--- config.mk ---
export PLATFORM = sky130hd
export DESIGN_NAME = timer_task_scheduler_core
export DESIGN_NICKNAME = d
export VERILOG_FILES = /design/src/rtl/tts_pkg.sv /design/src/rtl/tts_ram.sv /design/src/rtl/tts_ctrl.sv /design/src/rtl/tts_dp.sv /design/src/rtl/timer_task_scheduler_core.sv
export SDC_FILE = /design/constraint.sdc
export NUM_CORES = 1
export LEC_CHECK = 0
export BUFFER_PORTS_ARGS = -buffer_cell sky130_fd_sc_hd__buf_2
export CORE_ASPECT_RATIO = 0.7
export CORE_MARGIN = 2
export CORE_UTILIZATION = 40
export CTS_CLUSTER_SIZE = 25
export DETAILED_ROUTE_END_ITERATION = 10
export SLEW_MARGIN = 10
export SYNTH_ARGS = -nofsm -noshare
export SYNTH_HDL_FRONTEND = slang
export SYNTH_SLANG_ARGS = --single-unit
--- constraint.sdc ---
create_clock -name clk -period 4.7 [get_ports clk]
set_input_delay 0.47 -clock clk [delete_from_list [all_inputs] [get_ports clk]]
set_output_delay 0.47 -clock clk [all_outputs]
set_load 0.005 [all_outputs]
--- src/rtl/tts_pkg.sv ---
`default_nettype none
// ----------------------------------------------------------------------------
// tts_pkg
// Shared types and constants of the timer task scheduler: request codes,
// field widths and the command/status bundles between controller and datapath.
// ----------------------------------------------------------------------------
package tts_pkg;

	localparam int FUNC_W  = 3;
	localparam int TASK_W  = 8;
	localparam int DELAY_W = 32;
	localparam int LOST_W  = 5;

	localparam logic [FUNC_W-1:0] FUNC_ENQUEUE  = 3'd0;
	localparam logic [FUNC_W-1:0] FUNC_ARM      = 3'd1;
	localparam logic [FUNC_W-1:0] FUNC_CANCEL   = 3'd2;
	localparam logic [FUNC_W-1:0] FUNC_DISPATCH = 3'd3;
	localparam logic [FUNC_W-1:0] FUNC_TICK     = 3'd4;

	localparam logic [LOST_W-1:0] LOST_MAX = 5'd31;

	typedef struct packed {
		logic latch;
		logic enq;
		logic scan_clr;
		logic scan_run;
		logic arm_wr;
		logic deq_pop;
		logic load_out;
	} tts_cmd_t;

	typedef struct packed {
		logic is_enq;
		logic is_arm;
		logic is_cancel;
		logic is_disp;
		logic is_tick;
		logic id_zero;
		logic fifo_empty;
		logic scan_last;
	} tts_sts_t;

endpackage
`default_nettype wire

--- src/rtl/tts_ram.sv ---
`default_nettype none
// ----------------------------------------------------------------------------
// tts_ram
// Generic simple dual-port RAM: one write port, one read port, registered read.
// ----------------------------------------------------------------------------
module tts_ram #(
	parameter int WIDTH = 8,
	parameter int DEPTH = 16,
	localparam int AW = (DEPTH > 1) ? $clog2(DEPTH) : 1
) (
	input  wire logic             clk,
	input  wire logic             we,
	input  wire logic [AW-1:0]    waddr,
	input  wire logic [WIDTH-1:0] wdata,
	input  wire logic [AW-1:0]    raddr,
	output logic      [WIDTH-1:0] rdata
);

	logic [WIDTH-1:0] mem_q [DEPTH];

	always_ff @(posedge clk) begin
		if (we) begin
			mem_q[waddr] <= wdata;
		end
		rdata <= mem_q[raddr];
	end

endmodule
`default_nettype wire

--- src/rtl/tts_ctrl.sv ---
`default_nettype none
// ----------------------------------------------------------------------------
// tts_ctrl
// Request sequencer: accepts a beat, steps the datapath through the request
// and hands the result to the output register.
// ----------------------------------------------------------------------------
module tts_ctrl
	import tts_pkg::*;
(
	input  wire logic     clk,
	input  wire logic     arst_n,
	input  wire logic     req_valid,
	output logic          req_stall,
	output logic          rsp_valid,
	input  wire logic     rsp_stall,
	input  wire tts_sts_t sts,
	output tts_cmd_t      cmd
);

	typedef enum logic [5:0] {
		ST_IDLE   = 6'b000001,
		ST_DECODE = 6'b000010,
		ST_SCAN   = 6'b000100,
		ST_ARM_WR = 6'b001000,
		ST_DEQ    = 6'b010000,
		ST_DONE   = 6'b100000
	} state_t;

	state_t state_q, state_d;
	logic   out_valid_q;

	always_comb begin
		state_d = state_q;
		cmd     = '0;
		unique case (state_q)
			ST_IDLE: begin
				if (req_valid) begin
					cmd.latch = 1'b1;
					state_d   = ST_DECODE;
				end
			end
			ST_DECODE: begin
				priority if (sts.is_enq) begin
					cmd.enq = 1'b1;
					state_d = ST_DONE;
				end else if (((sts.is_arm || sts.is_cancel) && !sts.id_zero) || sts.is_tick) begin
					cmd.scan_clr = 1'b1;
					state_d      = ST_SCAN;
				end else if (sts.is_disp && !sts.fifo_empty) begin
					state_d = ST_DEQ;
				end else begin
					state_d = ST_DONE;
				end
			end
			ST_SCAN: begin
				cmd.scan_run = 1'b1;
				if (sts.scan_last) begin
					state_d = sts.is_arm ? ST_ARM_WR : ST_DONE;
				end
			end
			ST_ARM_WR: begin
				cmd.arm_wr = 1'b1;
				state_d    = ST_DONE;
			end
			ST_DEQ: begin
				cmd.deq_pop = 1'b1;
				state_d     = ST_DONE;
			end
			ST_DONE: begin
				if (!out_valid_q || !rsp_stall) begin
					cmd.load_out = 1'b1;
					state_d      = ST_IDLE;
				end
			end
			default: begin
				state_d = ST_IDLE;
			end
		endcase
	end

	always_ff @(posedge clk or negedge arst_n) begin
		if (!arst_n) begin
			state_q     <= ST_IDLE;
			out_valid_q <= 1'b0;
		end else begin
			state_q <= state_d;
			if (cmd.load_out) begin
				out_valid_q <= 1'b1;
			end else if (!rsp_stall) begin
				out_valid_q <= 1'b0;
			end
		end
	end

	assign req_stall = (state_q != ST_IDLE);
	assign rsp_valid = out_valid_q;

endmodule
`default_nettype wire

--- src/rtl/tts_dp.sv ---
`default_nettype none
// ----------------------------------------------------------------------------
// tts_dp
// Datapath: request registers, circular task queue in RAM, timer slot RAM
// with per-slot armed flags, slot walker and result/output registers.
// ----------------------------------------------------------------------------
module tts_dp
	import tts_pkg::*;
#(
	parameter int QUEUE_DEPTH = 16,
	parameter int TIMER_SLOTS = 16,
	parameter int ID_BITS     = 8
) (
	input  wire logic               clk,
	input  wire logic               arst_n,
	input  wire tts_cmd_t           cmd,
	output tts_sts_t                sts,
	input  wire logic [FUNC_W-1:0]  func,
	input  wire logic [TASK_W-1:0]  task_id,
	input  wire logic [DELAY_W-1:0] delay_ticks,
	output logic      [TASK_W-1:0]  run_task,
	output logic                    run_valid,
	output logic                    stored,
	output logic      [LOST_W-1:0]  lost_count
);

	localparam int QAW = $clog2(QUEUE_DEPTH);
	localparam int QCW = $clog2(QUEUE_DEPTH + 1);
	localparam int TAW = (TIMER_SLOTS > 1) ? $clog2(TIMER_SLOTS) : 1;
	localparam int TCW = $clog2(TIMER_SLOTS + 1);
	localparam int TW  = ID_BITS + DELAY_W;

	// request
	logic [FUNC_W-1:0]  func_q;
	logic [ID_BITS-1:0] id_q;
	logic [DELAY_W-1:0] delay_q;

	// queue
	logic [QAW-1:0] head_q;
	logic [QCW-1:0] count_q;
	logic [QAW:0]   tail_sum;
	logic [QAW-1:0] tail;
	logic           fifo_full;
	logic           fq_we;
	logic [ID_BITS-1:0] fq_rdata;

	// timer slots
	logic [TIMER_SLOTS-1:0] armed_q;
	logic [TCW-1:0]     issue_q;
	logic               issue_en;
	logic               rd_pend_s1;
	logic [TAW-1:0]     rd_slot_s1;
	logic [TW-1:0]      tm_rdata;
	logic [ID_BITS-1:0] slot_owner;
	logic [DELAY_W-1:0] slot_rem;
	logic               proc;
	logic               slot_armed;
	logic               slot_hit;
	logic               tick_fire;
	logic               tick_dec;
	logic               cancel_clr;
	logic               match_found_q, free_found_q;
	logic [TAW-1:0]     match_slot_q, free_slot_q;
	logic               arm_do;
	logic               tm_we;
	logic [TAW-1:0]     tm_waddr;
	logic [TW-1:0]      tm_wdata;

	// results
	logic [TASK_W-1:0] res_task_q;
	logic              res_valid_q;
	logic              res_stored_q;
	logic [LOST_W-1:0] res_lost_q;
	logic              enq_push;

	always_ff @(posedge clk) begin
		if (cmd.latch) begin
			func_q  <= func;
			id_q    <= ID_BITS'(task_id);
			delay_q <= delay_ticks;
		end
	end

	assign sts.is_enq     = (func_q == FUNC_ENQUEUE);
	assign sts.is_arm     = (func_q == FUNC_ARM);
	assign sts.is_cancel  = (func_q == FUNC_CANCEL);
	assign sts.is_disp    = (func_q == FUNC_DISPATCH);
	assign sts.is_tick    = (func_q == FUNC_TICK);
	assign sts.id_zero    = (id_q == '0);
	assign sts.fifo_empty = (count_q == '0);
	assign sts.scan_last  = rd_pend_s1 && (rd_slot_s1 == TAW'(TIMER_SLOTS - 1));

	// queue pointers
	assign tail_sum  = (QAW+1)'(head_q) + (QAW+1)'(count_q);
	assign tail      = (tail_sum >= (QAW+1)'(QUEUE_DEPTH)) ?
		QAW'(tail_sum - (QAW+1)'(QUEUE_DEPTH)) : QAW'(tail_sum);
	assign fifo_full = (count_q == QCW'(QUEUE_DEPTH));

	// slot walk
	assign issue_en   = cmd.scan_run && (issue_q < TCW'(TIMER_SLOTS));
	assign slot_owner = tm_rdata[TW-1:DELAY_W];
	assign slot_rem   = tm_rdata[DELAY_W-1:0];
	assign proc       = cmd.scan_run && rd_pend_s1;
	assign slot_armed = armed_q[rd_slot_s1];
	assign slot_hit   = slot_armed && (slot_owner == id_q);
	assign tick_fire  = proc && sts.is_tick && slot_armed && (slot_rem <= DELAY_W'(1));
	assign tick_dec   = proc && sts.is_tick && slot_armed && (slot_rem > DELAY_W'(1));
	assign cancel_clr = proc && sts.is_cancel && slot_hit && !match_found_q;
	assign arm_do     = cmd.arm_wr && (match_found_q || free_found_q);

	assign enq_push = cmd.enq && !sts.id_zero && !fifo_full;
	assign fq_we    = (enq_push || tick_fire) && !fifo_full;

	always_comb begin
		tm_we    = 1'b0;
		tm_waddr = rd_slot_s1;
		tm_wdata = {slot_owner, slot_rem - DELAY_W'(1)};
		if (tick_dec) begin
			tm_we = 1'b1;
		end else if (arm_do) begin
			tm_we    = 1'b1;
			tm_waddr = match_found_q ? match_slot_q : free_slot_q;
			tm_wdata = {id_q, delay_q};
		end
	end

	tts_ram #(
		.WIDTH(ID_BITS),
		.DEPTH(QUEUE_DEPTH)
	) u_queue_ram (
		.clk  (clk),
		.we   (fq_we),
		.waddr(tail),
		.wdata(tick_fire ? slot_owner : id_q),
		.raddr(head_q),
		.rdata(fq_rdata)
	);

	tts_ram #(
		.WIDTH(TW),
		.DEPTH(TIMER_SLOTS)
	) u_timer_ram (
		.clk  (clk),
		.we   (tm_we),
		.waddr(tm_waddr),
		.wdata(tm_wdata),
		.raddr(issue_q[TAW-1:0]),
		.rdata(tm_rdata)
	);

	always_ff @(posedge clk or negedge arst_n) begin
		if (!arst_n) begin
			head_q     <= '0;
			count_q    <= '0;
			armed_q    <= '0;
			issue_q    <= '0;
			rd_pend_s1 <= 1'b0;
		end else begin
			rd_pend_s1 <= issue_en;
			if (cmd.scan_clr) begin
				issue_q <= '0;
			end else if (issue_en) begin
				issue_q <= issue_q + 1'b1;
			end
			if (fq_we) begin
				count_q <= count_q + 1'b1;
			end else if (cmd.deq_pop) begin
				count_q <= count_q - 1'b1;
				head_q  <= (head_q == QAW'(QUEUE_DEPTH - 1)) ? '0 : head_q + 1'b1;
			end
			if (tick_fire || cancel_clr) begin
				armed_q[rd_slot_s1] <= 1'b0;
			end else if (arm_do && !match_found_q) begin
				armed_q[free_slot_q] <= 1'b1;
			end
		end
	end

	always_ff @(posedge clk) begin
		rd_slot_s1 <= issue_q[TAW-1:0];
		if (cmd.scan_clr) begin
			match_found_q <= 1'b0;
			free_found_q  <= 1'b0;
		end else if (proc) begin
			if (slot_hit && !match_found_q) begin
				match_found_q <= 1'b1;
				match_slot_q  <= rd_slot_s1;
			end
			if (!slot_armed && !free_found_q) begin
				free_found_q <= 1'b1;
				free_slot_q  <= rd_slot_s1;
			end
		end
	end

	always_ff @(posedge clk) begin
		if (cmd.latch) begin
			res_task_q   <= '0;
			res_valid_q  <= 1'b0;
			res_stored_q <= 1'b0;
			res_lost_q   <= '0;
		end else begin
			if (enq_push || cancel_clr || arm_do) begin
				res_stored_q <= 1'b1;
			end
			if (tick_fire && fifo_full && (res_lost_q != LOST_MAX)) begin
				res_lost_q <= res_lost_q + 1'b1;
			end
			if (cmd.deq_pop) begin
				res_task_q  <= TASK_W'(fq_rdata);
				res_valid_q <= 1'b1;
			end
		end
		if (cmd.load_out) begin
			run_task   <= res_task_q;
			run_valid  <= res_valid_q;
			stored     <= res_stored_q;
			lost_count <= res_lost_q;
		end
	end

endmodule
`default_nettype wire

--- src/rtl/timer_task_scheduler_core.sv ---
`default_nettype none
// ----------------------------------------------------------------------------
// timer_task_scheduler_core
// Task queue with one-shot software timers: enqueue, arm, cancel, dispatch
// and tick requests, one result beat per request beat.
// Request path: enqueue, unused codes, arm or cancel of id 0 and dispatch of
// an empty queue go from decode straight to the result; dispatch first pops
// the queue; cancel and tick walk the timer RAM (one slot per cycle on its
// single read port) and arm adds a slot write after the walk; the result waits
// while the previous result is still stalled.
// One request in flight; the next is taken in the cycle after a result is
// registered, even while that result is still stalled.
// Reset: queue empty and all timer slots free at once, no clearing pass.
// ----------------------------------------------------------------------------
module timer_task_scheduler_core
	import tts_pkg::*;
#(
	parameter int QUEUE_DEPTH = 16,
	parameter int TIMER_SLOTS = 16,
	parameter int ID_BITS     = 8
) (
	input  wire logic               clk,
	input  wire logic               arst_n,
	input  wire logic               req_valid,
	output logic                    req_stall,
	input  wire logic [FUNC_W-1:0]  func,
	input  wire logic [TASK_W-1:0]  task_id,
	input  wire logic [DELAY_W-1:0] delay_ticks,
	output logic                    rsp_valid,
	input  wire logic               rsp_stall,
	output logic      [TASK_W-1:0]  run_task,
	output logic                    run_valid,
	output logic                    stored,
	output logic      [LOST_W-1:0]  lost_count
);

	tts_cmd_t cmd;
	tts_sts_t sts;

	tts_ctrl u_ctrl (
		.clk      (clk),
		.arst_n   (arst_n),
		.req_valid(req_valid),
		.req_stall(req_stall),
		.rsp_valid(rsp_valid),
		.rsp_stall(rsp_stall),
		.sts      (sts),
		.cmd      (cmd)
	);

	tts_dp #(
		.QUEUE_DEPTH(QUEUE_DEPTH),
		.TIMER_SLOTS(TIMER_SLOTS),
		.ID_BITS    (ID_BITS)
	) u_dp (
		.clk        (clk),
		.arst_n     (arst_n),
		.cmd        (cmd),
		.sts        (sts),
		.func       (func),
		.task_id    (task_id),
		.delay_ticks(delay_ticks),
		.run_task   (run_task),
		.run_valid  (run_valid),
		.stored     (stored),
		.lost_count (lost_count)
	);

endmodule
`default_nettype wire
After elaboration in Yosys (flattened, before gate mapping)

Memories as Yosys holds them, arrays and structs flattened. A register that Yosys moved wholly into a read port is not among the register bits.
Index checks and enable logic that the tools add are counted.

Register bits after elaboration: 125
RAM bits: 768
Input bits: 47
Output and inout bits: 17
Memories: 2

Add/subtract/negate cells: 8
Magnitude comparators: 8
Eq/ne operators: 20
Multiplexer cells: 47
Bitwise gates (word level): 5
Reductions and logical operators: 53

Memories:

| memory                 | depth | bits a word | read ports | clocked after Yosys merged registers in | write ports | RTL line      | source |
|---|---|---|---|---|---|---|---|
| u_dp.u_timer_ram.mem_q | 16    | 40          | 1          | 1                                       | 1           | tts_ram.sv:19 | `logic [WIDTH-1:0] mem_q [DEPTH];` |
| u_dp.u_queue_ram.mem_q | 16    | 8           | 1          | 1                                       | 1           | tts_ram.sv:19 |  |

Operators with widths:

| cell                                                                                 | number |
|---|---|
| 40-bit 2-to-1 mux                                                                    | 2 |
| 6-bit 2-to-1 mux                                                                     | 7 |
| 32-bit by 1-bit greater-than comparator with 1-bit output (second input constant)    | 1 |
| 32-bit by 1-bit less-or-equal comparator with 1-bit output (second input constant)   | 1 |
| 16-bit 2-to-1 mux                                                                    | 2 |
| 32-bit by 1-bit subtractor with 32-bit output (second input constant)                | 1 |
| 6-bit case mux with 5 select lines                                                   | 1 |
| 1-bit logical AND                                                                    | 24 |
| 1-bit 2-to-1 mux                                                                     | 21 |
| 4-bit 2-to-1 mux                                                                     | 5 |
| 5-bit 2-to-1 mux                                                                     | 4 |
| 16-bit bitwise AND                                                                   | 1 |
| 16-bit NOT                                                                           | 1 |
| 16-bit bitwise OR                                                                    | 1 |
| 5-bit by 1-bit adder with 5-bit output (second input constant)                       | 3 |
| 4-bit by 5-bit < comparator with 1-bit output (second input constant)                | 2 |
| 3-bit AND reduction                                                                  | 3 |
| 1-bit demux with 4-bit select                                                        | 2 |
| 4-bit == test (second input constant)                                                | 2 |
| 8-bit == test                                                                        | 1 |
| 4-bit by 1-bit greater-or-equal comparator with 1-bit output (second input constant) | 2 |
| 1-bit zero test                                                                      | 8 |
| 8-bit zero test                                                                      | 1 |
| 1-bit logical OR                                                                     | 8 |
| other kinds (29)                                                                     | 37 |

Depth between registers and ports, before layout

Depth in word-level cells: 13
Gate-level depth with buffers: 13
Depth with buffers taken out: 12

Hierarchy

From an unflattened synthesis, not the netlist that was laid out.

Cell total of the unflattened synthesis: 1838
Area total of the unflattened synthesis: 36921.7 µm²

By module, submodules not included:

| module                     | instances | cells each | area each (µm²) | seq. area each (µm²) |
|---|---|---|---|---|
| tts_ram (u_dp.u_timer_ram) | 1         | 1040       | 25130.4         | 20019.2 |
| tts_dp                     | 1         | 525        | 6218.5          | 3178.0 |
| tts_ram (u_dp.u_queue_ram) | 1         | 229        | 5147.4          | 4003.8 |
| tts_ctrl                   | 1         | 44         | 425.4           | 176.4 |

Worst setup path before layout

OpenSTA, ideal clock, no wires.

Kind: flip-flop to flip-flop
From: register u_ctrl.state_q[3]
To: memory u_dp.u_timer_ram.mem_q[6][0] (netlist bit), enable pin
Setup time: 0.437 ns
Arrival time: 3.705 ns
Data required time: 4.263 ns
Slack: 0.557 ns
Stages on the path, launching flop included: 8
Clock period less this slack: 4.143 ns
Cell sequence: dfrtp_1 clkbuf_1 nor4b_2 nand2_1 a21oi_1 a31o_2 nand3b_1 nor2_1

Cells in the longest elaborated chain, start to end: 9

Ends and longest elaborated chain:

| item                                     | RTL line       | source |
|---|---|---|
| start, declared                          | tts_ctrl.sv:29 | `state_t state_q, state_d;` |
| start signal, assigned                   | tts_ctrl.sv:86 | `state_q <= state_d;` |
| 6-bit by 3-bit == test with 1-bit output | tts_ctrl.sv:35 | `unique case (state_q)` |
| 1-bit 2-to-1 mux                         | tts_ctrl.sv:35 |  |
| 1-bit logical AND                        | tts_dp.sv:103  | `assign proc = cmd.scan_run && rd_pend_s1;` |
| 1-bit logical AND (3 in a row)           | tts_dp.sv:107  | `assign tick_dec = proc && sts.is_tick && slot_armed && (slot_rem > DELAY_W'(1));` |
| 1-bit 2-to-1 mux                         | tts_dp.sv:118  | `if (tick_dec) begin` |
| 1-bit 2-to-1 mux                         | tts_ram.sv:22  | `if (we) begin` |
| 1-bit 2-to-1 mux (not written as such)   | tts_ram.sv:23  | `mem_q[waddr] <= wdata;` |
| end, declared                            | tts_ram.sv:19  |  |

Parallel ways exist; a longest one is shown, timed or not.

Final worst setup path

From: register u_dp.u_timer_ram.rdata[0], read port of u_dp.u_timer_ram.mem_q
To: register u_dp.count_q[4]

Cells in the longest elaborated chain, start to end: 5

Ends and longest elaborated chain:

| item                                                           | RTL line      | source |
|---|---|---|
| start, declared                                                | tts_ram.sv:16 | `output logic [WIDTH-1:0] rdata` |
| 32-bit by 1-bit less-or-equal comparator with 1-bit output (*) | tts_dp.sv:106 | `assign tick_fire = proc && sts.is_tick && slot_armed && (slot_rem <= DELAY_W'(1));` |
| 1-bit logical AND (*)                                          | tts_dp.sv:106 |  |
| 1-bit logical OR (*)                                           | tts_dp.sv:112 | `assign fq_we = (enq_push \|\| tick_fire) && !fifo_full;` |
| 1-bit logical AND (*)                                          | tts_dp.sv:112 |  |
| 5-bit 2-to-1 mux or 2-bit nonzero test (tied branches)         | -             |  |
| end signal, assigned                                           | tts_dp.sv:166 | `count_q <= count_q + 1'b1;` |
| end signal, assigned                                           | tts_dp.sv:168 | `count_q <= count_q - 1'b1;` |
| end, declared                                                  | tts_dp.sv:40  | `logic [QCW-1:0] count_q;` |

Mark *: on every way between the ends. The rest lies on a longest branch, timed or not.
A chain may end at the register's enable or synchronous reset.

==> results.md <==
Run status:
- The run finished with clean final reports.

Global routing:
- After global routing the overflow that remains totals 0.
- The first global-routing pass estimated between 100,000 and 150,000 um of wire.
- The via count of the first global-routing pass came to 18,200.
- Entering global routing, the biggest net connects 165 pins.
- The initial antenna violation count is 0.
- The total global routing track utilization is 0.174.

Logic synthesis:
- Counting flops and latches in the post-synthesis netlist gives 941.
- In the synthesized netlist the dominant register cell turns out to be edfxtp_1.
- The proportion of register bits with asynchronous set or reset after synthesis is 0.0404.
- The synthesized cell area is 36,200 um2.
- The share of the Yosys chip area taken by registers is 0.756.
- After technology mapping, the gate count stands at 1,780.
- Counting flops with a built-in enable in the synthesized netlist gives 834.
- By area the synthesized netlist is led by edfxtp_1 (69%), mux4_2 (15%), dfxtp_1 (3.8%), dfrtp_1 (2.6%), nand2_1 (1.1%).
- The net count of the mapped netlist is 1,841.
- The share of the synthesized area in the top cell type is 0.691.
- edfxtp_1 takes more of the synthesized area than any other cell.
- The number of different library cells used by synthesis comes to 60.
- The synthesis warning total is 0.
- The mean instance size in the synthesized netlist is just over 20 um2.

Timing:
- For this run, the top clock speed supported by timing is 256 MHz.
- Setup repair after global routing left no endpoint under its margin.
- For the pin with the worst max-slew slack, the measured transition is 1.22 ns.
- The least setup slack across all paths after layout is 0.797 ns.
- The post-route minimum period is 3.90 ns.
- The final hold violation count is 0.
- The aggregate negative setup slack is 0 ns.
- The share of the cycle needed by the critical path after routing is 0.830.
- The max-slew violation count is 0.
- In this run the tightest slew margin relative to its limit is 0.186.
- The clock skew is between 0.02 and 0.025 ns.
- The total of endpoints with negative setup slack in the final report is 0.
- Hold is met by 0.0632 ns.

Power:
- For this design the total switching power over the nets is 5.46 mW.
- The portion of total power attributed to the clock network is 0.334.
- The part of the total power dissipated in sequential elements is 0.499.
- The cell area power density is 505 nW/um2.
- The internal power of the cells totals 15.6 mW.
- Overall power consumption after layout is estimated at approximately 21 mW.
- The share of total power dissipated in combinational logic is 0.167.
- The switching part of the total is 0.259.
- The worst vdd rail ir drop is 0.282 mV.
- Summed over all cells, the static leakage comes to 13.0 nW.

Clock network:
- The H-tree was split into 3 levels.
- The CTS tree is built.
- The tree is rooted in a clkbuf_16.
- The clock latency at the later pin of the worst-skew pair is 0.65 ns.
- Once the clock tree was built, the resizer swapped 0 gates to a different size.
- After clock tree synthesis, the clock-pin slew on the worst setup and hold paths is 0.06 ns.
- The number of buffers on the longest clock path is 3.
- The number of CTS-inserted buffers is between 90 and 100.
- The total number of clock tree sinks is 941.

Floorplan:
- The number of top-level design ports is between 60 and 70.
- From left edge to right edge, the die measures 364 um.
- The die is between 200 and 300 um tall.
- The row count is 92.
- The placeable core region is between 80,000 and 90,000 um2.
- The initial cell density of the core is 0.403.
- The die outline area is 93,100 um2.

Route:
- The number of remaining DRC errors is 0.
- The post-detailed-route count of antenna-violating nets is 0.
- The initial DRC count is about 1,800.
- The detailed-router iteration count before antenna repair is 5.
- After detailed routing, the average wire length per cell comes to approximately 25 um.
- Summing over every cut layer, the via total after detailed routing is 17,900.
- The detailed-route wire length is approximately 80,000 um.
- Dividing the detail-routed via count by the number of cells gives between 5 and 6.

Setup path:
- In this run the critical register-to-register path is captured at u_dp.count_q[4].
- Traced cell by cell, the critical path runs through inv_1 -> ha_1 -> nor2_1 -> nor4bb_1 -> and4_1 -> a31o_2 -> nand2_1 -> fa_1 -> a21o_1 -> a21oi_1 -> nor3b_1 -> a221oi_1.
- The stage delay of the slowest cell on the critical path is 0.76 ns.
- STA classifies the critical path startpoint as a flip-flop.
- The master of the slowest instance on the critical path is nor4bb_1.
- The startpoint of the worst register-to-register path is u_dp.u_timer_ram.rdata[0].
- Across all register-to-register paths, the minimum setup slack is 0.80 ns.
- STA classifies the critical path endpoint as a flip-flop.
- In this run the worst path has a maximum fanout of 11.
- The category of the critical setup timing path is flip-flop to flip-flop.
- For the worst setup path, the data arrival time is 4.44 ns.
- The worst register-to-register path has a depth of 12.
- STA puts the critical path data required time at 5.24 ns.

Placement:
- In this run the tool buffered the top-level ports with 63 buffer cells.
- At the end of routability-driven placement, the weighted congestion stood at ~0.83.
- The count of placed standard cells including taps is 3,037.
- The detailed-placement wirelength estimate is 47,000 um.
- The pre-CTS setup slack is 0.882 ns.
- The area after detailed placement is 38,500 um2.

Worst hold path:
- The min-delay analysis places its worst path in the category primary input to flip-flop.
- The cell depth of the worst hold path is 1.
- The worst min-delay path endpoint is u_dp.id_q[2].
- The startpoint identified for the worst hold timing path is task_id[2].

Layout:
- The number of inserted filler cells in the final layout is 7,442.
- The combined flip-flop and latch cell area is 27,400 um2.
- The multi-input logic area is 8650 um2.
- The share of final-layout standard cells stronger than drive strength 1 is 0.264.
- In the final design database the tool counted 2,010 nets.
- The number of cells in the finished layout apart from fillers is 3,247.
- The number of antenna diodes is 0.
- The cell area after layout is 41,800 um2.
- The core occupancy in the finished layout is 0.465.
- Relative to the synthesized area, the layout overhead comes to 15.3%.

Job:
- The max-capacitance violation count is 0.
sequential cells by signal, summed over array words and instances, names as in the netlist, 8 cells and up:
name                    cells
u_dp.armed_q               16
u_dp.res_task_q             8
u_dp.id_q                   8
u_dp.u_queue_ram.rdata      8
u_dp.run_task               8
u_dp.u_timer_ram.mem_q    640
u_dp.delay_q               32
u_dp.u_queue_ram.mem_q    128
u_dp.u_timer_ram.rdata     40
power groups by stage:
stage	clock (mW)	combinational, mW	sequential (mW)
5_1_grt	7.53	3.82	10.6
4_1_cts	7.21	3.56	10.5
3_5_place_dp	0	3.52	10.7
3_3_place_gp	0	3.43	10.7
2_1_floorplan	0	2.49	10.5
6_report	7.05	3.52	10.5
cell type report:
type | count | area share
Clock buffer | 129 | 0.0619
Sequential cell | 941 | 0.656
Inverter | 10 | 0.000899
Multi-Input combinational cell | 745 | 0.207
Timing Repair Buffer | 160 | 0.0304
Tap cell | 1222 | 0.0366
Clock inverter | 40 | 0.00725
cell usage in the layout, fill, tap and decap left out, types with 11 or more instances in the layout:
cell type        n
clkbuf_16       95
buf_4           46
nand2_1        102
clkinv_1        20
nor3_1          17
buf_2           63
nor2_1          61
clkbuf_1        26
a21oi_1         52
xnor2_1         37
mux4_2         244
dfrtp_1         32
a31oi_1         11
ha_1            12
dlygate4sd3_1   41
dfxtp_1         69
xor2_1          12
nor2_4          17
o21ai_0         21
edfxtp_1       834
nand3_1         11
cells by family after synthesis:
group | share of synthesized area
xor gates and xnor gates | 0.0118
adders and majority gates | 0.00525
and+or+nand+nor | 0.0397
muxes | 0.156
AOI/OAI and AO/OA | 0.0217
DFF | 0.756
buffers and inverters | 0.0102
timing repair:
| item | CTS | global route |
|---|---|---|
| hold buffers | 41 | 0 |
| hold endpoints to repair | 77 | 0 |
| setup buffers | 0 | 0 |
critical path: cells and delay by family, from the launching register on:
kind | cells | cell delay [ns]
adder cells (fa/ha/maj) | 2 | 0.63
buffers and inverters | 1 | 0.09
AO/OA/AOI/OAI | 4 | 1.04
AND/OR/NAND/NOR | 5 | 1.65
flip-flops | 1 | 0.38
metal layers:
layer / global-route usage / vias to the layer above / wire length, um
met3: 0.0323 / 93 / 5250
li1: - / 7643 / -
met5: 0 / - / 0
met4: 0.0391 / 0 / 1200
met1: 0.274 / 9512 / 38200
met2: 0.250 / 629 / 35400
cells in the mapped netlist (6+ instances only):
master and n:
nand2_1 102, xnor2_1 37, nand3b_1 6, nand4b_1 7, xor2_1 12, mux2_2 9, a21oi_1 53, buf_1 19
o21ai_0 26, mux4_2 244, nor2b_1 7, inv_1 10, nor3_1 17, a31oi_1 12, nand2b_1 7, nor2_1 78
or3_1 8, edfxtp_1 834, nor4_1 11, clkbuf_1 62, dfrtp_1 37, dfxtp_1 69, ha_1 12, nand3_1 11
nand4_1 8
worst max path at each step:
| stage | end | depth (start not counted) | from | slack [ns] |
|---|---|---|---|---|
| final | u_dp.count_q[4] | 12 | u_dp.u_timer_ram.rdata[0] | 0.80 |
| after global routing | u_dp.count_q[4] | 12 | u_dp.u_timer_ram.rdata[0] | 0.64 |
| after CTS | u_dp.count_q[4] | 12 | u_dp.u_timer_ram.rdata[0] | 0.87 |
| after detailed placement | u_dp.count_q[4] | 12 | u_dp.u_timer_ram.rdata[0] | 0.88 |
| after global placement | u_dp.count_q[4] | 11 | u_dp.u_timer_ram.rdata[0] | 0.78 |
| after floorplan | u_dp.u_timer_ram.mem_q[6][0] | 7 | u_ctrl.state_q[3] | 0.56 |
Power figures use the tool's default switching activity.
